===== config.mk =====
export PLATFORM = sky130hd
export DESIGN_NAME = gcd_cordic_cell
export DESIGN_NICKNAME = d
export VERILOG_FILES = /design/src/hdl/gcd_pkg.sv /design/src/hdl/gcd_cordic_cell.sv
export SDC_FILE = /design/constraint.sdc
export NUM_CORES = 1
export LEC_CHECK = 0
export BUFFER_PORTS_ARGS = -buffer_cell sky130_fd_sc_hd__buf_2
export CORE_MARGIN = 3
export CORE_UTILIZATION = 64
export CTS_BUF_LIST = sky130_fd_sc_hd__clkbuf_4 sky130_fd_sc_hd__clkbuf_8 sky130_fd_sc_hd__clkbuf_16
export CTS_CLUSTER_DIAMETER = 50
export DETAILED_ROUTE_END_ITERATION = 7
export HOLD_SLACK_MARGIN = 0.02
export PLACE_DENSITY_LB_ADDON = 0.2
export SLEW_MARGIN = 40
export SYNTH_ARGS = -nofsm -noshare
export SYNTH_HDL_FRONTEND = slang
export SYNTH_SLANG_ARGS = --single-unit

===== constraint.sdc =====
create_clock -name clk -period 17.82 [get_ports clk]
set_clock_uncertainty 0.05 [all_clocks]
set_input_delay 0 -clock clk [delete_from_list [all_inputs] [get_ports clk]]
set_output_delay 0 -clock clk [all_outputs]
set_load 0.005 [all_outputs]

===== src/hdl/gcd_pkg.sv =====
// Shared constants, types and helper functions for the great-circle distance unit.
// No dependencies; every other file imports this package.
`timescale 1ns / 1ps

package gcd_pkg;

  localparam int ANGLE_FRAC_BITS   = 16;
  localparam int CORDIC_ITERATIONS = 24;
  localparam int TABLE_LEN         = 32;
  localparam int CORDIC_ITER = (CORDIC_ITERATIONS < TABLE_LEN) ? CORDIC_ITERATIONS : TABLE_LEN;
  localparam int SHIFT_W     = $clog2(TABLE_LEN);

  localparam int LAT_W    = 24;
  localparam int LON_W    = 25;
  localparam int DIST_W   = 32;
  localparam int RADIUS_W = 16;
  localparam int Q_FRAC   = 30;
  localparam int CV_W     = 34;
  localparam int T_W      = 32;
  localparam int ANG_W    = CV_W - 1;
  localparam int DIST_SH  = Q_FRAC - 16;

  localparam int PADDR_W   = 3;
  localparam int REG_IDX_W = PADDR_W - 2;
  localparam logic [REG_IDX_W-1:0] REG_RADIUS = '0;
  localparam logic [RADIUS_W-1:0] RADIUS_RESET = 16'd6371;

  localparam logic [31:0] PI_Q30       = 32'd3373259426;
  localparam logic [30:0] HALF_PI_Q30  = 31'd1686629713;
  localparam logic [29:0] CORDIC_K_Q30 = 30'd652032874;

  localparam longint DEG90  = longint'(90) << ANGLE_FRAC_BITS;
  localparam longint DEG180 = longint'(180) << ANGLE_FRAC_BITS;
  localparam longint DEG360 = longint'(360) << ANGLE_FRAC_BITS;
  localparam longint Q_ONE  = longint'(1) << Q_FRAC;

  // degrees to radians: reciprocal estimate, then one compare and correct
  localparam int     MAG_W    = $clog2(DEG90 + 1);
  localparam int     RECIP_SH = MAG_W;
  localparam longint RECIP_K  = (longint'(PI_Q30) << RECIP_SH) / DEG180;
  localparam int     RECIP_W  = $clog2(RECIP_K + 1);
  localparam int     REM_W    = $clog2(2 * DEG180);
  localparam int     RADQ_W   = 32;

  localparam int D2R_STAGES  = 3;
  localparam int SQRT_STAGES = 32;
  localparam int SQ_W        = 64;
  localparam int PIPE_DEPTH  = 2 + D2R_STAGES + CORDIC_ITER + 3 + 1 + SQRT_STAGES + 1
                               + CORDIC_ITER + 1;

  typedef logic signed [CV_W-1:0] cv_t;

  typedef struct packed {
    cv_t x;
    cv_t y;
    cv_t z;
  } cordic_vec_t;

  typedef struct packed {
    logic [SQ_W-1:0] v;
    logic [SQ_W-1:0] r;
  } sqrt_state_t;

  function automatic logic [29:0] atan_q30(input logic [SHIFT_W-1:0] idx);
    logic [29:0] a;
    case (idx)
      5'd0:    a = 30'd843314856;
      5'd1:    a = 30'd497837829;
      5'd2:    a = 30'd263043836;
      5'd3:    a = 30'd133525158;
      5'd4:    a = 30'd67021686;
      5'd5:    a = 30'd33543515;
      5'd6:    a = 30'd16775850;
      5'd7:    a = 30'd8388437;
      5'd8:    a = 30'd4194282;
      5'd9:    a = 30'd2097149;
      5'd10:   a = 30'd1048575;
      5'd11:   a = 30'd524287;
      5'd12:   a = 30'd262143;
      5'd13:   a = 30'd131071;
      5'd14:   a = 30'd65535;
      5'd15:   a = 30'd32767;
      5'd16:   a = 30'd16383;
      5'd17:   a = 30'd8191;
      5'd18:   a = 30'd4095;
      5'd19:   a = 30'd2047;
      5'd20:   a = 30'd1023;
      5'd21:   a = 30'd511;
      5'd22:   a = 30'd255;
      5'd23:   a = 30'd127;
      5'd24:   a = 30'd63;
      5'd25:   a = 30'd31;
      5'd26:   a = 30'd15;
      5'd27:   a = 30'd8;
      5'd28:   a = 30'd4;
      5'd29:   a = 30'd2;
      5'd30:   a = 30'd1;
      default: a = 30'd0;
    endcase
    return a;
  endfunction

  // q30 product, rounded half up
  function automatic cv_t mul_q30(input cv_t a, input cv_t b);
    logic signed [2*CV_W-1:0] p;
    p = (2*CV_W)'(a) * (2*CV_W)'(b) + (2*CV_W)'(longint'(1) << (Q_FRAC - 1));
    return cv_t'(p >>> Q_FRAC);
  endfunction

endpackage


===== src/hdl/gcd_cordic_cell.sv =====
// One CORDIC micro-rotation cell, rotation or vectoring mode, registered output.
// Depends on gcd_pkg.
`timescale 1ns / 1ps

module gcd_cordic_cell
  import gcd_pkg::*;
(
  input  logic               clk,
  input  logic               en,
  input  logic               vectoring,
  input  logic [SHIFT_W-1:0] shift,
  input  cordic_vec_t        din,
  output cordic_vec_t        dout
);

  cv_t  dx;
  cv_t  dy;
  cv_t  da;
  logic cw;

  always_comb begin
    dx = din.y >>> shift;
    dy = din.x >>> shift;
    da = cv_t'(atan_q30(shift));
    cw = vectoring ? (din.y > 0) : (din.z < 0);
  end

  always_ff @(posedge clk) begin
    if (en) begin
      if (cw) begin
        dout.x <= din.x + dx;
        dout.y <= din.y - dy;
        dout.z <= din.z + da;
      end else begin
        dout.x <= din.x - dx;
        dout.y <= din.y + dy;
        dout.z <= din.z - da;
      end
    end
  end

endmodule


* Word level (Yosys, flattened, before mapping)
Memory sizes are Yosys's and may differ from the RTL's.
Cells that the tools add are included.
** Word-level totals
- Register bits :: 102
- ROM bits :: 960
- Input bits :: 110
- Output and inout bits :: 102
- Logic and storage cells :: 16
- Memories :: 1
** Memories
- (name not given) :: depth 32, bits a word 30, rd ports 1, clocked after memory_dff 0, wr ports 0, line gcd_pkg.sv:66 : case (idx)
** Cells by class
- $add $sub $neg :: 6
- Magnitude comparators :: 2
- Shift operators :: 2
- Multiplexer cells :: 2
** Operators by type and width (number)
- 102-bit 2-to-1 mux :: 1
- 34-bit adder :: 2
- 34-bit by 5-bit >>> shifter with 34-bit output :: 2
- 34-bit subtractor :: 2
- 34-bit by 31-bit adder with 34-bit output :: 1
- 34-bit by 1-bit > comparator with 1-bit output (second input constant) :: 1
- 34-bit by 1-bit less-than comparator with 1-bit output (second input constant) :: 1
- 34-bit by 31-bit subtractor with 34-bit output :: 1
- 1-bit 2-to-1 mux :: 1

* Longest topological paths before layout
- Depth after elaboration :: 3
- Gate-level depth with buffers :: 30
- Depth with buffers taken out :: 23

* Worst setup path after synthesis
No wires, ideal clock.
- Path type :: input -> register
- Start point :: input shift[1]
- End point :: register dout[66] in the netlist's numbering (data pin)
- Library setup time :: 0.266 ns
- Arrival time :: 5.273 ns
- Path slack :: 12.231 ns
- Stages on the path :: 28
- Buffers on the path :: 7
- Cells stage by stage :: buf_2 buf_6 buf_4 buf_4 buf_2 buf_2 clkbuf_1 mux4_2 mux2i_1 o22ai_1 a21oi_1 ha_1 nand2_1 nor3_2 nor2b_1 a21oi_1 xnor2_1 ha_1 nand3_1 nor3_1 a211o_1 nor4_1 o21ai_0 a31oi_1 o31ai_1 a41o_1 o41ai_1 xnor2_1
** On the way
- Longest elaborated chain between the ends :: 3
- Elaborated cells on any way between the ends :: 4
** Ends and longest elaborated chain
- from (decl) :: line gcd_cordic_cell.sv:11 : input logic [SHIFT_W-1:0] shift,
- 34-bit by 5-bit >>> shifter with 34-bit output * :: line gcd_cordic_cell.sv:23 : dy = din.x >>> shift;
- 34-bit adder / 34-bit subtractor (equally long branches) :: line gcd_cordic_cell.sv:36, gcd_cordic_cell.sv:32
- 102-bit 2-to-1 mux * :: line gcd_cordic_cell.sv:30 : if (cw) begin
- to (decl) :: line gcd_cordic_cell.sv:13 : output cordic_vec_t dout
Every way passes the cells marked *; elsewhere a longest branch is shown, timed or not.
A chain may end at the register's enable or synchronous reset.

* Worst setup path after layout
- Start point :: input shift[2]
- End point :: register dout[101] in the netlist's numbering (data pin)
** On the way
- Longest elaborated chain between the ends :: 3
- Elaborated cells on any way between the ends :: 4
** Ends and longest elaborated chain
- 34-bit by 5-bit >>> shifter with 34-bit output * :: line gcd_cordic_cell.sv:22 : dx = din.y >>> shift;
- 34-bit subtractor / 34-bit adder (equally long branches) :: line gcd_cordic_cell.sv:35, gcd_cordic_cell.sv:31
- 102-bit 2-to-1 mux * :: line gcd_cordic_cell.sv:30
Marks and branches as above.

==> impl_metrics.toml <==
[placement]
dp_hpwl_um = 38600
pre_cts_ws_ns = 10.84
gp_congestion = 1.06
portBuffers = 211
place_inst = 2169

[global_routing]
gr-total-overflow = 0
grt_max_degree = 81
antenna_found_initial = 0
grt_usage_pct = 38.7
grt_pass1_wl_um = 80200
grt_pass1_vias = 14400

[detailed_routing]
num_vias = 15200
vias_per_cell = 6.94
avgRoutedWirePerCell_um = 23.6
detail-route-antenna-nets = 0
postRouteWirelength_um = 51800
drtIter0Drc = 2221
drc = 0
dr.pass1.iters = 7

[sta]
tightestPinTransition_ns = 0.903
hold_violations = 0
max_freq_mhz = 146
hold_slack_ns = 0.0302
setup_viol = 0
fin_setup_tns_ns = 0
fin_crit_ns = 6.86
grt_setup_unrepaired = "no"
fin_crit_sh_pct = 38.5
finalMaxSlewViolations = 0
setup_slack_ns = 10.96
max_slew_margin_pct = 39.4

[yosys]
synth_area_um2 = 15500
syn_nets = 1943
synth.avg_cell_area_um2 = 9.02
ys_types = 94
synth_most_common_cell = "a21oi_1"
synth-seq-cells = 102
ys_async_sr_fraction_pct = 0
synth_area_leaders = "edfxtp_1 20%, mux4_2 11%, ha_1 8.9%"
yosys-top-cells-count = "174 x a21oi_1, 150 x nor2_1, 141 x nand2_1"
netlist.area_leader.share_pct = 19.7
ys_warn_count = 0
synth_edf_count = 102
synth_cells = 1720
seq_area_frac_synth_pct = 19.7
synth_top_area_cell = "edfxtp_1"
yosys_most_used_dff = "edfxtp_1"

[worst_setup_path]
start_kind = "input port"
cpLargestDelayFamily = "compound AO/OA/AOI/OAI gates"
worstSetupEndpointType = "flip-flop"
crit_type = "input port to flip-flop"
critPathMostFrequentCell = "o21ai_0"
crit_required_ns = 17.88
crit_path_cell_trace = "buf_4 > buf_4 > inv_2 > mux2i_1 > a221o_1 > nor4b_1 > nand2_1 > o21ai_0 > xnor2_1 > ha_1 > and4_1 > o2bb2a_1 > o31ai_1 > o41ai_1 > o21ai_0 > o31ai_1 > o21ai_0 > a21oi_1 > o21ai_0 > xnor2_1"
critPathSlowestCell = "buf_4"
worst-path-buf-inv = 3
worst_ep_arrival_time_ns = 6.92
cp_max_fo = 80
max_stage_delay_ns = 0.74

[final_layout]
largest_reg_flops = 102
drive_gt1_share_pct = 20.7
final_cells = 2193
fin_util_pct = 71.7
top_regs = "dout (102)"
fin_nets = 2092
syn_to_final_growth_pct = 9.39
regMostFlops = "dout"
antenna_cells = 0
fill_cells = 1860

[floorplan]
die_h_um = 162
rows = 56
start_util_pct = 65.5
core_region_area_um2 = 23700
num_io_pins = 212
dieArea_um2 = 26200
die_w_um = 162

[hold_path]
hold_class = "input port to flip-flop"

[power]
p_per_area_nw_per_um2 = 82.8
ir_drop_uv = 63.8
p_leak_nw = 7.10

[flow_run]
drv_cap = 0

[cts]
clockBufferDepth = 2
postCtsSetupBuffers = 0
clock_sinks = 102
root_buffer = "clkbuf_16"
cts_resized = 0
htreeDepth = 3
cts_buffers = 9
ctsHoldBuffers = 4
cts_tree = "done"
clkTransAtPathRegs_ns = 0.07

[status]
status = "finished, final reports clean"
[routing by layer]
layer | part of all wire (%) | up-vias | GRT usage (%)
li1 | - | 6878 | -
met1 | 38 | 7095 | 49.7
met2 | 45 | 1048 | 61.4
met3 | 13 | 205 | 11.7
met4 | 4.7 | 0 | 15.8
met5 | 0 | - | 0.568
[path summary, 6_finish.rpt]
path / cells past startpoint / from / endpoint
worst max-delay path: 20 / shift[2] / dout[101]$_DFFE_PP_
worst min-delay path: 2 / din[35] / dout[35]$_DFFE_PP_
[through the flow]
stage / total power, mW / cell area, um2
finish: 1.41 / 17000
global route: 1.49 / 17000
CTS: 1.39 / 16900
detailed placement: 1.17 / 16600
global placement: 1.15 / 16600
floorplan: 0.938 / 15500
[where the power goes]
group	internal, mW	leakage [nW]	total (mW)	switching (mW)
Clock	0.112	0.149	0.216	0.104
Sequential	0.369	0.998	0.385	0.0159
Combinational	0.345	5.96	0.806	0.461
[logic make-up after synthesis]
logic type,after synthesis,synth area share (%)
AOI/OAI and AO/OA,525,21.7
xor gates and xnor gates,181,10.2
adders and majority gates,113,9.25
buffers and inverters,139,4.47
DFF,102,19.7
muxes,173,19.4
and+or+nand+nor,487,15.2
[cells in the final DEF (no fill, tap or decap), types with 19 or more instances in the layout]
cell type and n:
a21o_1 52, mux2_2 19, a21oi_1 173, edfxtp_1 102, ha_1 110, buf_4 19, buf_2 207, nand3_1 21
mux4_2 77, o21a_1 19, a211oi_1 19, inv_1 39, mux2i_1 58, o21ai_0 94, nand2_1 141, xor2_1 76
nor2b_1 22, nor2_1 149, nand2b_1 20, nor3_1 37, xnor2_1 105
[cell type report]
| cell class | instances | area [um2] | area share [%] |
|---|---|---|---|
| sequential | 102 | 3060 | 18.0 |
| clock inverter | 6 | 68.8 | 0.405 |
| multi-input combinational | 1479 | 11800 | 69.4 |
| timing repair buffer | 235 | 1270 | 7.49 |
| tap | 319 | 399 | 2.35 |
| clock buffer | 10 | 233 | 1.37 |
| inverter | 42 | 158 | 0.929 |
(Power assumes the default switching activity.)
