===== config.mk =====
export PLATFORM = sky130hd
export DESIGN_NAME = gcd_deg2rad
export DESIGN_NICKNAME = d
export VERILOG_FILES = /design/src/hdl/gcd_pkg.sv /design/src/hdl/gcd_deg2rad.sv
export SDC_FILE = /design/constraint.sdc
export NUM_CORES = 1
export LEC_CHECK = 0
export BUFFER_PORTS_ARGS = -buffer_cell sky130_fd_sc_hd__buf_2
export CORE_MARGIN = 3
export CORE_UTILIZATION = 45
export DETAILED_ROUTE_END_ITERATION = 8
export SLEW_MARGIN = 20
export SYNTH_ARGS = -nofsm -noshare
export SYNTH_HDL_FRONTEND = slang
export SYNTH_SLANG_ARGS = --single-unit

===== constraint.sdc =====
create_clock -name clk -period 10.1 [get_ports clk]
set_input_delay 0 -clock clk [delete_from_list [all_inputs] [get_ports clk]]
set_output_delay 0 -clock clk [all_outputs]
set_load 0.03 [all_outputs]

===== src/hdl/gcd_pkg.sv =====
// Shared constants, types and helper functions for the great-circle distance unit.
// No dependencies; every other file imports this package.
`timescale 1ns / 1ps

package gcd_pkg;

  localparam int ANGLE_FRAC_BITS   = 16;
  localparam int CORDIC_ITERATIONS = 24;
  localparam int TABLE_LEN         = 32;
  localparam int CORDIC_ITER = (CORDIC_ITERATIONS < TABLE_LEN) ? CORDIC_ITERATIONS : TABLE_LEN;
  localparam int SHIFT_W     = $clog2(TABLE_LEN);

  localparam int LAT_W    = 24;
  localparam int LON_W    = 25;
  localparam int DIST_W   = 32;
  localparam int RADIUS_W = 16;
  localparam int Q_FRAC   = 30;
  localparam int CV_W     = 34;
  localparam int T_W      = 32;
  localparam int ANG_W    = CV_W - 1;
  localparam int DIST_SH  = Q_FRAC - 16;

  localparam int PADDR_W   = 3;
  localparam int REG_IDX_W = PADDR_W - 2;
  localparam logic [REG_IDX_W-1:0] REG_RADIUS = '0;
  localparam logic [RADIUS_W-1:0] RADIUS_RESET = 16'd6371;

  localparam logic [31:0] PI_Q30       = 32'd3373259426;
  localparam logic [30:0] HALF_PI_Q30  = 31'd1686629713;
  localparam logic [29:0] CORDIC_K_Q30 = 30'd652032874;

  localparam longint DEG90  = longint'(90) << ANGLE_FRAC_BITS;
  localparam longint DEG180 = longint'(180) << ANGLE_FRAC_BITS;
  localparam longint DEG360 = longint'(360) << ANGLE_FRAC_BITS;
  localparam longint Q_ONE  = longint'(1) << Q_FRAC;

  // degrees to radians: reciprocal estimate, then one compare and correct
  localparam int     MAG_W    = $clog2(DEG90 + 1);
  localparam int     RECIP_SH = MAG_W;
  localparam longint RECIP_K  = (longint'(PI_Q30) << RECIP_SH) / DEG180;
  localparam int     RECIP_W  = $clog2(RECIP_K + 1);
  localparam int     REM_W    = $clog2(2 * DEG180);
  localparam int     RADQ_W   = 32;

  localparam int D2R_STAGES  = 3;
  localparam int SQRT_STAGES = 32;
  localparam int SQ_W        = 64;
  localparam int PIPE_DEPTH  = 2 + D2R_STAGES + CORDIC_ITER + 3 + 1 + SQRT_STAGES + 1
                               + CORDIC_ITER + 1;

  typedef logic signed [CV_W-1:0] cv_t;

  typedef struct packed {
    cv_t x;
    cv_t y;
    cv_t z;
  } cordic_vec_t;

  typedef struct packed {
    logic [SQ_W-1:0] v;
    logic [SQ_W-1:0] r;
  } sqrt_state_t;

  function automatic logic [29:0] atan_q30(input logic [SHIFT_W-1:0] idx);
    logic [29:0] a;
    case (idx)
      5'd0:    a = 30'd843314856;
      5'd1:    a = 30'd497837829;
      5'd2:    a = 30'd263043836;
      5'd3:    a = 30'd133525158;
      5'd4:    a = 30'd67021686;
      5'd5:    a = 30'd33543515;
      5'd6:    a = 30'd16775850;
      5'd7:    a = 30'd8388437;
      5'd8:    a = 30'd4194282;
      5'd9:    a = 30'd2097149;
      5'd10:   a = 30'd1048575;
      5'd11:   a = 30'd524287;
      5'd12:   a = 30'd262143;
      5'd13:   a = 30'd131071;
      5'd14:   a = 30'd65535;
      5'd15:   a = 30'd32767;
      5'd16:   a = 30'd16383;
      5'd17:   a = 30'd8191;
      5'd18:   a = 30'd4095;
      5'd19:   a = 30'd2047;
      5'd20:   a = 30'd1023;
      5'd21:   a = 30'd511;
      5'd22:   a = 30'd255;
      5'd23:   a = 30'd127;
      5'd24:   a = 30'd63;
      5'd25:   a = 30'd31;
      5'd26:   a = 30'd15;
      5'd27:   a = 30'd8;
      5'd28:   a = 30'd4;
      5'd29:   a = 30'd2;
      5'd30:   a = 30'd1;
      default: a = 30'd0;
    endcase
    return a;
  endfunction

  // q30 product, rounded half up
  function automatic cv_t mul_q30(input cv_t a, input cv_t b);
    logic signed [2*CV_W-1:0] p;
    p = (2*CV_W)'(a) * (2*CV_W)'(b) + (2*CV_W)'(longint'(1) << (Q_FRAC - 1));
    return cv_t'(p >>> Q_FRAC);
  endfunction

endpackage


===== src/hdl/gcd_deg2rad.sv =====
// Three-stage degrees-to-radians converter with round half away from zero.
// Depends on gcd_pkg.
`timescale 1ns / 1ps

module gcd_deg2rad
  import gcd_pkg::*;
(
  input  logic             clk,
  input  logic             en,
  input  logic [MAG_W-1:0] mag,
  input  logic             sign,
  output cv_t              rad
);

  localparam int P_W  = MAG_W + 32;
  localparam int E_W  = MAG_W + RECIP_W;
  localparam int N_W  = P_W + 1;

  logic [P_W-1:0]    p;
  logic [RADQ_W-1:0] q0;
  logic [RADQ_W-1:0] q1;
  logic [REM_W-1:0]  rem;
  logic              sg1;
  logic              sg2;
  logic [E_W-1:0]    est;
  logic [N_W-1:0]    rem_full;
  cv_t               qf;

  always_comb begin
    est      = E_W'(mag) * E_W'(RECIP_K) + E_W'(longint'(1) << (RECIP_SH - 1));
    rem_full = N_W'(p) + N_W'(DEG180 / 2) - N_W'(q0) * N_W'(DEG180);
    qf       = cv_t'(q1) + cv_t'(rem >= REM_W'(DEG180));
  end

  always_ff @(posedge clk) begin
    if (en) begin
      p   <= P_W'(mag) * P_W'(PI_Q30);
      q0  <= RADQ_W'(est >> RECIP_SH);
      sg1 <= sign;
      rem <= rem_full[REM_W-1:0];
      q1  <= q0;
      sg2 <= sg1;
      rad <= sg2 ? -qf : qf;
    end
  end

endmodule


Word level (Yosys, flattened, before mapping)
Index checks and enable logic that the tools add are counted.
{"block": "word_totals", "inputBits": 26, "elab_cells": 17, "register_bits": 149, "out_inout_bits": 34}
{"block": "op_classes", "mux": 1, "n_mul": 3, "order_cmp": 1, "addsub": 5}
{"operator": "55-bit by 23-bit adder with 55-bit output, second input constant", "n": 1}
{"operator": "23-bit by 31-bit multiplier with 54-bit output, second input constant", "n": 1}
{"operator": "34-bit two-way mux", "n": 1}
{"operator": "33-bit negation with 34-bit output", "n": 1}
{"operator": "32-bit by 1-bit adder with 33-bit output", "n": 1}
{"operator": "32-bit by 6-bit multiplier with 7-bit output, second input constant", "n": 1}
{"operator": "23-bit by 31-bit multiplier with 24-bit output, second input constant", "n": 1}
{"operator": "25-bit by 23-bit adder with 25-bit output, second input constant", "n": 1}
{"operator": "25-bit by 24-bit >= comparator with 1-bit output, second input constant", "n": 1}
{"operator": "25-bit subtractor", "n": 1}

Depth between registers and ports, before layout
{"block": "logic_depth", "depth_word": 4, "ltp_mapped": 31}

Worst setup path before layout
No wires, ideal clock.
{"block": "synth_path", "path_type": "in2reg", "from": "input mag[2]", "to": "register q0[31], data pin", "n_path_buf": 2, "t_arrival_ps": 6806, "slack_ps": 3036, "stages": 27, "setup_ps": 258, "cell_sequence": "fa_1 > inv_1 > fa_1 > fa_1 > inv_1 > fa_1 > fa_1 > fa_1 > inv_1 > fa_1 > inv_1 > ha_1 > buf_2 > a21oi_1 > o21a_1 > o2bb2ai_2 > or2_1 > o21a_1 > o211ai_2 > or3b_4 > nor3_4 > and4_1 > buf_6 > nand4b_4 > mux2_4 > nor2_1 > xnor2_1"}
{"block": "synth_between", "elab_chain_len": 2}
{"item": "start: declaration", "line": "gcd_deg2rad.sv:10", "source": "input logic [MAG_W-1:0] mag,"}
{"item": "23-bit by 31-bit multiplier with 54-bit output", "line": "gcd_deg2rad.sv:30", "source": "est = E_W'(mag) * E_W'(RECIP_K) + E_W'(longint'(1) << (RECIP_SH - 1));"}
{"item": "55-bit by 23-bit adder with 55-bit output", "line": "gcd_deg2rad.sv:30"}
{"item": "net est[54]", "line": "gcd_deg2rad.sv:25", "source": "logic [E_W-1:0] est;"}
{"item": "end signal: assignment", "line": "gcd_deg2rad.sv:38", "source": "q0 <= RADQ_W'(est >> RECIP_SH);"}
{"item": "end: declaration", "line": "gcd_deg2rad.sv:20", "source": "logic [RADQ_W-1:0] q0;"}
The timed path passes the listed nets, and every way through them passes these cells.
A chain may end at the register's enable or synchronous reset.

Final worst setup path
{"block": "layout_path", "from": "input mag[2]", "to": "register q0[28], data pin"}
Same word-level chain as after synthesis.

==> results.py <==
metrics = {
    "run_status": {
        "status": "complete, no violations",
    },
    "synth": {
        "ys_types": 95,
        "synth_cells": 2101,
        "syn_area_um2": 21800,
        "ys_warn_count": 0,
        "synth-main-ff-cell": "edfxtp_1",
        "synth_edf_count": 131,
        "syn-num-nets": 2803,
        "synth.top_cell.area_share_pct": 28.9,
        "ys_ff_latch": 131,
        "synth_largest_area_cell": "fa_1",
        "syn_avg_cell_area_um2": 10.4,
        "async_flop_share_pct": 0,
        "yosysSeqAreaShare_pct": 18.0,
        "synthTopCellsByArea": "fa_1, ha_1, edfxtp_1",
    },
    "global_routing": {
        "grt.busiest_layer": "met2",
        "grt_pass1_wl_um": 81300,
        "use_met2_pct": 33.7,
        "grt-ovfl-total": 0,
        "grt_use_met1_pct": 29.5,
        "grtUsageMet3_pct": 1.66,
        "grt_usage_pct": 20.6,
        "grt_pass1_vias": 14700,
        "antenna_found_initial": 0,
        "grt_start_max_net_pins": 68,
    },
    "run": {
        "drv_cap": 0,
    },
    "setup_path": {
        "cp_num_buf_inv": 6,
        "arrival_ns": 8.22,
        "criticalPathCategory": "in2reg",
        "worstPathRequired_ns": 10.26,
        "cp_top_family": "adder cells",
        "worst-path-max-fanout": 7,
        "crit_top_cell": "fa_1",
        "end_kind": "register",
        "slowest_stage": "fa_1",
        "cp-start-kind": "input port",
        "critPathMaxStageDelay_ns": 0.67,
    },
    "cts": {
        "clk_pin_slew_ns": 0.06,
        "post-cts-setup-buffer-count": 0,
        "clock-sinks": 131,
        "clk_latency_ns": 0.42,
        "h-tree-depth": 4,
        "cts_tree": "built",
        "clk_path_buf_depth": 2,
        "root_buffer": "clkbuf_16",
        "cts_buffers": 17,
        "cts_hold_buffers": 2,
        "postCtsResizedCells": 0,
    },
    "drt": {
        "first_pass_iters": 5,
        "viasPerCell": 5.06,
        "routed_wl_um": 50000,
        "ant_nets": 0,
        "dr_total_vias": 14100,
        "drc": 0,
        "first_iter_violations": 632,
        "route.detailed.wl_per_inst_um": 17.9,
    },
    "finish": {
        "final_cell_mix": "inv_1, ha_1, fa_1",
        "area_delta_synth_final_pct": 7.11,
        "multi_input_area_um2": 15700,
        "layout_commonest_cell": "inv_1",
        "diodes": 0,
        "nNetsFinal": 2863,
        "drive_gt1_share_pct": 6.58,
        "fillers": 4476,
        "regArea_um2": 3930,
    },
    "worst_hold_path": {
        "worstHoldPathType": "in2reg",
    },
    "sta": {
        "fin_crit_ns": 8.06,
        "skew_ns": 0.00963,
        "setup_violations": 0,
        "timing.slew.headroom_pct": 41.9,
        "maxSlewViolCount": 0,
        "worst_pin_slew_ns": 0.872,
        "period_share_pct": 79.8,
        "grt_setup_unrepaired": "no",
        "hold_viol": 0,
        "finalSetupTns_ns": 0,
        "fmax_mhz": 124,
    },
    "die": {
        "die_area_um2": 51200,
        "rows": 80,
        "core_um2": 47800,
        "die_y_um": 226,
        "initial_core_util_pct": 45.6,
        "ios": 60,
        "die_x_um": 226,
    },
    "placed_design": {
        "hpwl_um": 44500,
        "gp_congestion": 0.929,
        "io_buffers": 59,
    },
}
==> cell families (layout without fill, tap and decap cells) <==
kind of cell	Yosys count	after routing	synth area share, %
AO/OA/AOI/OAI	229	229	7.22
multiplexers	7	7	0.350
adder cells (fa/ha/maj)	676	676	49.6
AND/OR/NAND/NOR	329	329	8.18
flip-flops	131	131	18.0
buffers and inverters	562	635	9.84
XOR/XNOR	167	167	6.77
==> per-stage QoR <==
stage	hold slack (ns)	worst slack [ns]	utilization, %	area (um2)	cells
finish	0.0132	2.04	48.8	23400	2789
global route	0.0192	1.52	48.8	23400	2789
CTS	0.00480	2.08	48.8	23400	2789
detailed placement	0.183	2.00	47.6	22800	2755
global placement	0.182	2.25	47.6	22800	2755
floorplan	0.0989	3.04	-	21800	2101
==> layer usage <==
layer / wire, um / up-vias
li1: - / 6912
met1: 23800 / 6915
met2: 23500 / 236
met3: 1450 / 41
met4: 1190 / 0
met5: 0 / -
==> path summary, 6_finish.rpt <==
kind | from | endpoint | slack, ns | cells past startpoint
setup reg to reg | rem[18]$_DFFE_PP_ | rad[30]$_DFFE_PP_ | 6.11 | 15
hold / removal | mag[3] | p[4]$_DFFE_PP_ | 0.01 | 1
hold reg to reg | q0[17]$_DFFE_PP_ | q1[17]$_DFFE_PP_ | 0.42 | 0
setup / recovery | mag[2] | q0[28]$_DFFE_PP_ | 2.04 | 25
==> worst reg2reg max path, delay by kind of cell, from the launching register on <==
kind	cells	cell delay, ns
DFF	1	0.36
and+or+nand+nor	7	1.70
AOI/OAI and AO/OA	4	1.00
xor gates and xnor gates	1	0.11
adders and majority gates	2	0.51
muxes	1	0.07
==> cell usage after synthesis (all sizes together), types with 4 or more instances <==
cell type  number
o31ai          12
a21oi          63
and2            4
a211oi          4
fa            315
clkbuf         12
nand2b         14
nand3b          5
o21ai          51
nor3           22
nand4b          4
nor4            7
a21boi          6
a31oi          15
edfxtp        131
o211ai          5
o21bai         11
or3             9
nor2b          11
nor2           69
xnor2         118
mux2i           5
a211o           5
nand2          81
ha            361
inv           540
or4             4
or2            15
nand4          28
buf            10
nand3          30
and3           14
a21o           17
xor2           49
o21a           11
==> cell type report <==
type	instances	share of cell area, %
multi-input combinational	1408	67.3
sequential	131	16.8
inverter	540	8.67
tap	615	3.29
clock buffer	18	1.84
timing repair buffer	63	1.42
clock inverter	14	0.594
==> state kept, by name, indices dropped and copies added, names as in the netlist <==
register  cells
sg1           1
rad          34
q1           32
rem           7
p            24
q0           32
sg2           1
Power is left out: the tool's default activity adds up to more than one toggle a clock period on the data nets, which glitch-free logic cannot reach.
