===== src/hdl/gcd_pkg.sv =====
// Shared constants, types and helper functions for the great-circle distance unit.
// No dependencies; every other file imports this package.
`timescale 1ns / 1ps

package gcd_pkg;

  localparam int ANGLE_FRAC_BITS   = 16;
  localparam int CORDIC_ITERATIONS = 24;
  localparam int TABLE_LEN         = 32;
  localparam int CORDIC_ITER = (CORDIC_ITERATIONS < TABLE_LEN) ? CORDIC_ITERATIONS : TABLE_LEN;
  localparam int SHIFT_W     = $clog2(TABLE_LEN);

  localparam int LAT_W    = 24;
  localparam int LON_W    = 25;
  localparam int DIST_W   = 32;
  localparam int RADIUS_W = 16;
  localparam int Q_FRAC   = 30;
  localparam int CV_W     = 34;
  localparam int T_W      = 32;
  localparam int ANG_W    = CV_W - 1;
  localparam int DIST_SH  = Q_FRAC - 16;

  localparam int PADDR_W   = 3;
  localparam int REG_IDX_W = PADDR_W - 2;
  localparam logic [REG_IDX_W-1:0] REG_RADIUS = '0;
  localparam logic [RADIUS_W-1:0] RADIUS_RESET = 16'd6371;

  localparam logic [31:0] PI_Q30       = 32'd3373259426;
  localparam logic [30:0] HALF_PI_Q30  = 31'd1686629713;
  localparam logic [29:0] CORDIC_K_Q30 = 30'd652032874;

  localparam longint DEG90  = longint'(90) << ANGLE_FRAC_BITS;
  localparam longint DEG180 = longint'(180) << ANGLE_FRAC_BITS;
  localparam longint DEG360 = longint'(360) << ANGLE_FRAC_BITS;
  localparam longint Q_ONE  = longint'(1) << Q_FRAC;

  // degrees to radians: reciprocal estimate, then one compare and correct
  localparam int     MAG_W    = $clog2(DEG90 + 1);
  localparam int     RECIP_SH = MAG_W;
  localparam longint RECIP_K  = (longint'(PI_Q30) << RECIP_SH) / DEG180;
  localparam int     RECIP_W  = $clog2(RECIP_K + 1);
  localparam int     REM_W    = $clog2(2 * DEG180);
  localparam int     RADQ_W   = 32;

  localparam int D2R_STAGES  = 3;
  localparam int SQRT_STAGES = 32;
  localparam int SQ_W        = 64;
  localparam int PIPE_DEPTH  = 2 + D2R_STAGES + CORDIC_ITER + 3 + 1 + SQRT_STAGES + 1
                               + CORDIC_ITER + 1;

  typedef logic signed [CV_W-1:0] cv_t;

  typedef struct packed {
    cv_t x;
    cv_t y;
    cv_t z;
  } cordic_vec_t;

  typedef struct packed {
    logic [SQ_W-1:0] v;
    logic [SQ_W-1:0] r;
  } sqrt_state_t;

  function automatic logic [29:0] atan_q30(input logic [SHIFT_W-1:0] idx);
    logic [29:0] a;
    case (idx)
      5'd0:    a = 30'd843314856;
      5'd1:    a = 30'd497837829;
      5'd2:    a = 30'd263043836;
      5'd3:    a = 30'd133525158;
      5'd4:    a = 30'd67021686;
      5'd5:    a = 30'd33543515;
      5'd6:    a = 30'd16775850;
      5'd7:    a = 30'd8388437;
      5'd8:    a = 30'd4194282;
      5'd9:    a = 30'd2097149;
      5'd10:   a = 30'd1048575;
      5'd11:   a = 30'd524287;
      5'd12:   a = 30'd262143;
      5'd13:   a = 30'd131071;
      5'd14:   a = 30'd65535;
      5'd15:   a = 30'd32767;
      5'd16:   a = 30'd16383;
      5'd17:   a = 30'd8191;
      5'd18:   a = 30'd4095;
      5'd19:   a = 30'd2047;
      5'd20:   a = 30'd1023;
      5'd21:   a = 30'd511;
      5'd22:   a = 30'd255;
      5'd23:   a = 30'd127;
      5'd24:   a = 30'd63;
      5'd25:   a = 30'd31;
      5'd26:   a = 30'd15;
      5'd27:   a = 30'd8;
      5'd28:   a = 30'd4;
      5'd29:   a = 30'd2;
      5'd30:   a = 30'd1;
      default: a = 30'd0;
    endcase
    return a;
  endfunction

  // q30 product, rounded half up
  function automatic cv_t mul_q30(input cv_t a, input cv_t b);
    logic signed [2*CV_W-1:0] p;
    p = (2*CV_W)'(a) * (2*CV_W)'(b) + (2*CV_W)'(longint'(1) << (Q_FRAC - 1));
    return cv_t'(p >>> Q_FRAC);
  endfunction

endpackage


===== src/hdl/gcd_sqrt_cell.sv =====
// One digit step of the restoring integer square root, registered output.
// Depends on gcd_pkg.
`timescale 1ns / 1ps

module gcd_sqrt_cell
  import gcd_pkg::*;
(
  input  logic            clk,
  input  logic            en,
  input  logic [SQ_W-1:0] bit_val,
  input  sqrt_state_t     din,
  output sqrt_state_t     dout
);

  logic [SQ_W-1:0] trial;

  assign trial = din.r + bit_val;

  always_ff @(posedge clk) begin
    if (en) begin
      if (din.v >= trial) begin
        dout.v <= din.v - trial;
        dout.r <= (din.r >> 1) + bit_val;
      end else begin
        dout.v <= din.v;
        dout.r <= din.r >> 1;
      end
    end
  end

endmodule


===== config.mk =====
export PLATFORM = sky130hd
export DESIGN_NAME = gcd_sqrt_cell
export DESIGN_NICKNAME = d
export VERILOG_FILES = /design/src/hdl/gcd_pkg.sv /design/src/hdl/gcd_sqrt_cell.sv
export SDC_FILE = /design/constraint.sdc
export NUM_CORES = 1
export LEC_CHECK = 0
export BUFFER_PORTS_ARGS = -buffer_cell sky130_fd_sc_hd__buf_4
export CORE_MARGIN = 2
export CORE_UTILIZATION = 43
export CTS_BUF_LIST = sky130_fd_sc_hd__clkbuf_16
export DETAILED_ROUTE_END_ITERATION = 16
export PLACE_DENSITY = 0.67
export SLEW_MARGIN = 20
export SYNTH_ARGS = -nofsm -noshare
export SYNTH_HDL_FRONTEND = slang
export SYNTH_SLANG_ARGS = --single-unit

===== constraint.sdc =====
create_clock -name clk -period 6.5 [get_ports clk]
set_input_delay 1.95 -clock clk [delete_from_list [all_inputs] [get_ports clk]]
set_output_delay 1.95 -clock clk [all_outputs]
set_load 0.02 [all_outputs]

==> Yosys cells after proc, flatten, opt, wreduce, memory -nomap -nowiden <==
Cells that the tools add are included.
{ "word_totals": {"word_cells": 8, "output_inout_bits": 128, "reg_bits": 128, "inputBits": 194} }
{ "classes": {"addsub": 3, "mux": 1, "order_cmp": 1} }
{ "op_table": {"columns": ["cell", "count"], "rows": [
  ["128-bit 2-to-1 mux", 1],
  ["63-bit by 64-bit adder with 64-bit output", 1],
  ["64-bit adder", 1],
  ["64-bit greater-or-equal comparator", 1],
  ["64-bit subtractor", 1]
]} }

==> Depth between registers and ports, before layout <==
Gate-level depths: netlist of run 1.
{ "depth": {"depth_word": 3, "mapped_depth": 25, "mapped_depth_nobuf": 24} }

==> Worst setup path after synthesis of run 1 <==
Ideal clock, no wire load.
{ "synth_timing": {"path_type": "input -> register", "from": "input bit_val[0]", "to": "register dout[100] (netlist name) (data pin)", "n_path_buf": 2, "setup_ps": 260, "t_arrival_ps": 6564, "stages": 22, "required_time_ps": 6240, "setup_slack_ps": -324, "cell_sequence": "ha_1 inv_1 fa_1 nor2b_1 o31a_1 o221ai_2 a211oi_1 o211ai_1 nand3b_1 a21boi_1 o21ai_0 a21oi_1 xor2_1 ha_1 clkbuf_1 nand4_1 or3_1 nor4_1 nand4_1 o211ai_2 buf_2 mux2_2"} }
{ "synth_between": {"elab_chain_len": 3, "elab_cells_between_ends": 4, "cone_classes": "add/sub: 2; order compare: 1; mux: 1"} }
{ "synth_rtl": {"columns": ["item", "line", "text"], "rows": [
  ["from (decl)", "gcd_sqrt_cell.sv:10", "input logic [SQ_W-1:0] bit_val,"],
  ["64-bit adder (*)", "gcd_sqrt_cell.sv:17", "assign trial = din.r + bit_val;"],
  ["64-bit subtractor or 64-bit greater-or-equal comparator (tied branches)", "gcd_sqrt_cell.sv:22, gcd_sqrt_cell.sv:21", null],
  ["128-bit 2-to-1 mux (*)", "gcd_sqrt_cell.sv:21", "if (din.v >= trial) begin"],
  ["to (decl)", "gcd_sqrt_cell.sv:12", "output sqrt_state_t dout"]
]} }
Every way passes the cells marked *; elsewhere a longest branch is shown, timed or not.
A chain may end at the register's enable or synchronous reset.

==> Worst setup path in the final report of run 1 <==
{ "layout_timing": {"from": "input bit_val[6]", "to": "register dout[31] (netlist name) (data pin)"} }
{ "layout_between": {"elab_chain_len": 3, "elab_cells_between_ends": 4, "cone_classes": "add/sub: 2; order compare: 1; mux: 1"} }
{ "layout_rtl": {"columns": ["item", "line"], "rows": [
  ["64-bit adder", "gcd_sqrt_cell.sv:17"],
  ["64-bit greater-or-equal comparator", "gcd_sqrt_cell.sv:21"],
  ["128-bit 2-to-1 mux (*)", "gcd_sqrt_cell.sv:21"]
]} }
Marks and branches as above.

==> results.yml, run 1 <==
run_status:
  outcome: "complete, but fails checks"
  violations: "setup timing"
power:
  p_leak_nw: 11.04
  pwr-share-seq_pct: 18.8
  ir_drop_v: 0.0002240
  power.switching_mw: 2.846
  power.density_nw_per_um2: 273.2
  clock_power_share_pct: 15.7
  switching_share_pct: 42.53
  p_int_mw: 3.847
  finalPower_mw: 6.693
  combPwrFrac_pct: 65.5
timing:
  slew_violations: 0
  rsz0062_at_grt: "true"
  whs_ns: 1.792
  tightest_slew_ns: 0.8768
  fin_crit_sh_pct: 100.4
  setup_viol: 1
  max_freq_mhz: 153.2
  period_needed_ns: 6.526
  setup_tns_ns: -0.02635
  worst_slack_ns: -0.02635
  maxSlewHeadroom_pct: 41.55
  timing_hold_violations_final: 0
placed_design:
  place.gp.congestion: 0.9867
  dp_cells: 3265
  dp_hpwl_microns: 51800
  portBuffers: 321
detailed_routing:
  num_vias: 19090
  drt_iter0_markers: 1556
  wl_per_cell_microns: 19.68
  post_drt_via_cell_ratio: 5.699
  totalWireLength_microns: 65920
  dr.pass1.iters: 6
  drc_errors: 0
  antenna_left: 0
finish:
  regMostFlops: "dout"
  drive_gt1_share_pct: 35.44
  fin_util_pct: 64.89
  multi_input_area_sq_um: 12880
  largest_reg_flops: 128
  register_area_sq_um: 3844
  reg.largest.list: "dout (128)"
  nFillCells: 3223
  syn2layout_area_growth_pct: 48.17
  nets: 3210
  instances_no_fill: 3349
floorplanning:
  die_area_sq_um: 40040
  initial_utilization_pct: 43.79
  die_w_microns: 200.1
  io_pins: 322
  die_h_microns: 200.1
  core_area_sq_um: 37760
  row_count: 71
setup_path:
  end_kind: "register"
  arrival_ns: 6.75
  critical_path.max_fanout: 6
  crit_required_ns: 6.72
  worst-setup-path-type: "input pin to register"
  worstSetupStartpointType: "input pin"
cts:
  cts-htree-levels: 4
  hold_buffers: 0
  cts_buffers: 17
  clockRootBuffer: "clkbuf_16"
  cts_max_path_buffers: 2
  cts_tree: "yes"
  numClockSinks: 128
  clk_pin_slew_ns: 0.06
synthesis:
  ys_seq_area_share_pct: 23.25
  synth_flop_cell: "edfxtp_1"
  async_reset_ff_share_pct: 0
  ys_warn_count: 0
  syn_area_sq_um: 16530
  syn_inst: 2115
  synth-seq-cells: 128
  syn-num-nets: 2502
  synth_edf_count: 128
  avgSynthCellArea_sq_um: 7.818
  synth_cell_types: 84
worst_hold_path:
  whs_path_depth: 2
  min-delay-path-class: "input pin to register"
global_routing:
  grt_pass1_vias: 18010
  antenna_found_initial: 1
  grt_max_degree: 71
  grt_overflow: 0
  grt_pass1_wl_microns: 97300
  grtUsageTotal_pct: 31.53
job:
  maxCapViolations: 0
power groups by stage:
stage	clock, mW	combinational [mW]	sequential [mW]
after floorplan	0	1.91	1.52
after global placement	0	3.78	1.27
after detailed placement	0	3.82	1.27
after CTS	1.06	4.00	1.26
after global routing	1.09	4.70	1.28
final	1.05	4.38	1.26
timing repair:
item,CTS,global route
gates resized for setup,38,176
endpoints found under the setup margin,127,127
endpoints found under the hold margin,0,0
setup buffers,12,28
gates cloned,4,8
pin swaps,11,61
worst max-delay path: stages:
cell      delay [ns]
buf_4           0.12
ha_4            0.29
buf_6           0.11
o211ai_1        0.15
a211oi_2        0.32
a21oi_4         0.11
o221ai_4        0.20
a21oi_4         0.10
o41ai_4         0.43
nor2b_4         0.24
buf_6           0.10
a21oi_2         0.05
xnor2_1         0.15
buf_4           0.17
ha_4            0.27
nand2_2         0.05
or3_4           0.40
nor4_4          0.25
nand4_1         0.21
o211ai_4        0.23
buf_6           0.15
buf_12          0.16
buf_16          0.17
mux2_2          0.34
cells in the mapped netlist (all sizes together), types with 6 or more instances:
master,number,area (sq um)
o211ai,12,95.09
nor4,13,87.58
o31ai,10,93.84
o21bai,38,285.3
or3,8,50.05
nor2b,19,118.9
ha,190,2377
xnor2,104,910.9
nand2b,17,106.4
a21boi,12,90.08
a211oi,17,137.6
and3,11,68.82
a21oi,355,1792
nand2,176,660.6
buf,45,239.0
and2,7,43.79
clkbuf,61,231.5
nor2,243,912.1
a31oi,17,106.4
a21o,86,645.6
nand4,52,325.3
nand3,56,285.3
xor2,73,639.4
nor3,33,175.2
edfxtp,128,3844
o21a,14,105.1
inv,58,217.7
a221oi,9,97.59
mux2,22,247.7
a41oi,6,52.55
o21ai,151,763.2
path summary, 6_finish.rpt:
path	startpoint	slack, ns	to
max	bit_val[6]	-0.03	dout[31]
min	din[121]	1.79	dout[121]
cell usage in the layout, fill, tap and decap left out, types with 6 or more instances in the layout:
cell type  instances
o21a_1            14
o211ai_1          11
ha_1             180
o21ai_1           24
nand2_1          173
nor2_2            15
nand2b_1          17
and2_1             7
nand4_1           52
a21boi_0           7
buf_4            767
ha_4               9
nand3_2            7
edfxtp_1         128
or3_1              6
xnor2_1          101
o21ai_0          118
o21bai_1          38
nand3_1           49
clkbuf_16         24
a21oi_2           26
buf_12             7
a21oi_1          325
a211oi_2           6
buf_6              8
a31oi_1           13
nor3_1            28
nor2_4             9
mux2_4            20
nor2b_1           16
a211oi_1          11
nor4_1             8
xor2_1            70
a21o_1            86
nor2_1           219
and3_1            11
inv_1             57
o21ai_2            8
cell families (layout without fill, tap and decap cells):
family	count (synthesis)	after routing	share of synthesized area (%)
flops	128	128	23.25
buf+inv	164	885	4.162
xor+xnor	177	177	9.376
other cells	0	2	0
fa+ha+maj	193	193	14.74
simple gates	651	651	17.88
compound gates	775	775	28.79
mux	27	27	1.801
stage by stage:
step / instance area, sq um / setup slack (ns)
3_3_place_gp: 22360 / -0.7125
3_5_place_dp: 22360 / -0.7802
4_1_cts: 23420 / -0.05718
6_report: 24500 / -0.02635
2_1_floorplan: 16550 / 0.002021
5_1_grt: 24500 / -0.2859
routing by layer:
| metal | track usage [%] | up-vias | part of all wire [%] |
|---|---|---|---|
| met5 | 0 | - | 0 |
| met4 | 10.62 | 0 | 2.8 |
| met3 | 5.410 | 106 | 8.1 |
| met2 | 46.27 | 825 | 42 |
| met1 | 46.40 | 8897 | 47 |
| li1 | - | 9259 | - |
layout make-up:
cell class                      count  share of cell area [%]
Tap cell                          511                   2.610
Sequential cell                   128                   15.69
Clock buffer                       17                   1.736
Clock inverter                     15                  0.7507
Multi-Input combinational cell   1823                   52.56
Timing Repair Buffer              795                   25.75
Inverter                           58                  0.8886
Antenna cell                        2                 0.02043
Note: power is estimated with default switching activity, not from simulation.
==> run 2: changes to the inputs <==
--- a/config.mk
+++ b/config.mk
@@ -5,12 +5,14 @@
 export SDC_FILE = /design/constraint.sdc
 export NUM_CORES = 1
 export LEC_CHECK = 0
+export ABC_AREA = 1
 export BUFFER_PORTS_ARGS = -buffer_cell sky130_fd_sc_hd__buf_4
+export CORE_ASPECT_RATIO = 1.2
 export CORE_MARGIN = 2
 export CORE_UTILIZATION = 43
 export CTS_BUF_LIST = sky130_fd_sc_hd__clkbuf_16
 export DETAILED_ROUTE_END_ITERATION = 16
-export PLACE_DENSITY = 0.67
+export PLACE_DENSITY = 0.65
 export SLEW_MARGIN = 20
 export SYNTH_ARGS = -nofsm -noshare
 export SYNTH_HDL_FRONTEND = slang
==> run 2 against run 1 <==
  * The flow now finishes without violations
  * Sequential share of layout area decreased by 1.1 points
  * First-iteration DRC count increased by 21%
  * Worst hold slack got worse by 0.0097 ns
  * Die area increased by 34%
  * Power decreased by 13%
  * Combinational power decreased by 18%
  * Flip-flop and latch count unchanged
  * Global-route usage increased by 4.6 points
  * Design area increased by 7.3%
  * Clock power about the same
  * Non-clock buffer count decreased by 438
  * Core utilization decreased by 14 points
  * Critical endpoint is now dout[64]
  * Highest routed layer unchanged
==> results.yml, run 2 <==
synthesis:
  synth_common_cells: "1647 x nand2_1, 893 x inv_1, 377 x nor2_1"
  synth_top_area_cell: "nand2_1"
  synth_edf_count: 128
  synth_flop_cell: "edfxtp_1"
  async_reset_ff_share_pct: 0
  synth-seq-cells: 128
  synth_cell_types: 38
  ys_seq_area_share_pct: 17.21
  syn_inst: 4110
  syn_area_sq_um: 22330
  yosys.area.top_type_share_pct: 27.68
  ys_warn_count: 0
  synthTopCellsByArea: "nand2_1 28%, edfxtp_1 17%, inv_1 15%"
  avgSynthCellArea_sq_um: 5.434
  synth.most_common_cell: "nand2_1"
  syn-num-nets: 4497
timing:
  setup_viol: 0
  rsz0062_at_grt: "false"
  setup_tns_ns: 0
  period_needed_ns: 6.007
  max_freq_mhz: 166.5
  slew_violations: 0
  fin_crit_sh_pct: 92.41
  maxSlewHeadroom_pct: 58.32
  timing_hold_violations_final: 0
  tightest_slew_ns: 0.6251
job:
  maxCapViolations: 0
cts:
  cts_tree: "yes"
  clockRootBuffer: "clkbuf_16"
  numClockSinks: 128
  hold_buffers: 0
  clk_pin_slew_ns: 0.07
  cts_resized: 0
  cts_buffers: 17
  post-cts-setup-buffers: 0
  cts-htree-levels: 4
  cts_max_path_buffers: 2
setup_path:
  worstSetupStartpointType: "input pin"
  critical_path.max_fanout: 44
  arrival_ns: 6.27
  worst-setup-path-type: "input pin to register"
  end_kind: "register"
  crit_required_ns: 6.76
placed_design:
  dp_hpwl_microns: 83790
  place.gp.congestion: 1.065
  portBuffers: 321
floorplanning:
  initial_utilization_pct: 43.49
  io_pins: 322
  die_h_microns: 253.6
  die_area_sq_um: 53780
  die_w_microns: 212.0
  core_area_sq_um: 51350
  row_count: 91
global_routing:
  antenna_found_initial: 0
  grt_pass1_wl_microns: 143200
  grt_overflow: 0
  grt_pass1_vias: 25350
  grtUsageTotal_pct: 36.11
  grt_max_degree: 55
finish:
  drive_gt1_share_pct: 9.164
  final_common_cell: "nand2_1"
  reg.largest.list: "dout (128)"
  regMostFlops: "dout"
  largest_reg_flops: 128
  nets: 4837
  syn2layout_area_growth_pct: 17.77
  n_antenna_cell: 0
  final_cell_mix: "1647 x nand2_1, 893 x inv_1, 377 x nor2_1"
worst_hold_path:
  min-delay-path-class: "input pin to register"
  min_to: "dout[67]"
  whs_path_depth: 3
  hp-start: "din[67]"
detailed_routing:
  num_vias: 26350
  totalWireLength_microns: 96520
  antenna_left: 0
  wl_per_cell_microns: 18.71
  post_drt_via_cell_ratio: 5.106
  dr.pass1.iters: 6
  drc_errors: 0
  drt_iter0_markers: 1882
power:
  power.density_nw_per_um2: 222.1
  ir_drop_v: 0.0002070
  p_leak_nw: 15.24
  finalPower_mw: 5.841
run_status:
  outcome: "finished clean"
==> run 2: worst max path at each step <==
stage / from / endpoint / depth (start not counted)
6_report: bit_val[22] / dout[64] / 22
4_1_cts: bit_val[22] / dout[64] / 22
2_1_floorplan: bit_val[0] / dout[49] / 28
3_5_place_dp: bit_val[22] / dout[64] / 22
3_3_place_gp: bit_val[22] / dout[1] / 22
5_1_grt: bit_val[0] / dout[64] / 26
==> run 2: cells by family (layout without fill, tap and decap cells) <==
family | after synthesis | after routing | share of synthesized area [%]
simple gates | 2414 | 2414 | 43.99
buf+inv | 933 | 1286 | 16.08
compound gates | 345 | 345 | 8.000
fa+ha+maj | 193 | 193 | 10.91
flops | 128 | 128 | 17.21
xor+xnor | 97 | 97 | 3.804
==> run 2: final cells by class <==
| cell class | instances | area [sq um] |
|---|---|---|
| Fill cell | 5781 | 25050 |
| Inverter | 897 | 3367 |
| Timing Repair Buffer | 357 | 2746 |
| Clock buffer | 17 | 425.4 |
| Sequential cell | 128 | 3844 |
| Tap cell | 697 | 872.1 |
| Clock inverter | 15 | 148.9 |
| Multi-Input combinational cell | 3049 | 14900 |
==> run 2: routing by layer <==
layer | wire, microns | global-route usage (%) | vias to the layer above | share of wire (%)
met5 | 0 | 0 | - | 0
met4 | 7056 | 24.53 | 0 | 7.3
met3 | 4958 | 3.707 | 251 | 5.1
met2 | 45650 | 62.20 | 928 | 47
met1 | 38860 | 42.19 | 11790 | 40
li1 | - | - | 13380 | -
==> run 2: critical path, cell delays in order <==
cell and delay, ns:
buf_4 0.13, ha_1 0.38, nand2_1 0.12, nor2_1 0.21, inv_1 0.07, nor2_1 0.33
inv_1 0.14, nor2_1 0.17, nor2_1 0.05, nand2_1 0.23, nand2_1 0.20, nand3_1 0.12
nand2_1 0.10, ha_1 0.40, nand2_1 0.22, nor3_2 0.34, and3_4 0.28, nand3_4 0.08
nand3_4 0.13, buf_12 0.25, buf_12 0.22, o21ai_1 0.08
==> run 2: through the flow <==
step	instance area (sq um)	util (%)	setup WS (ns)	cells	hold WS (ns)
final	26300	51.22	0.4930	5160	1.782
after floorplan	22330	-	1.105	4110	2.063
after global routing	26300	51.22	0.2730	5160	1.788
after CTS	26300	51.22	0.6693	5160	1.757
after detailed placement	25730	50.10	0.1339	5128	2.297
after global placement	25730	50.10	0.1490	5128	2.289
==> run 2: power by group <==
part / switching (mW) / leakage (nW) / internal [mW]
registers: 0.0678 / 1.25 / 1.17
clock network: 0.482 / 0.285 / 0.537
logic: 2.38 / 13.7 / 1.21
total: 2.93 / 15.2 / 2.92
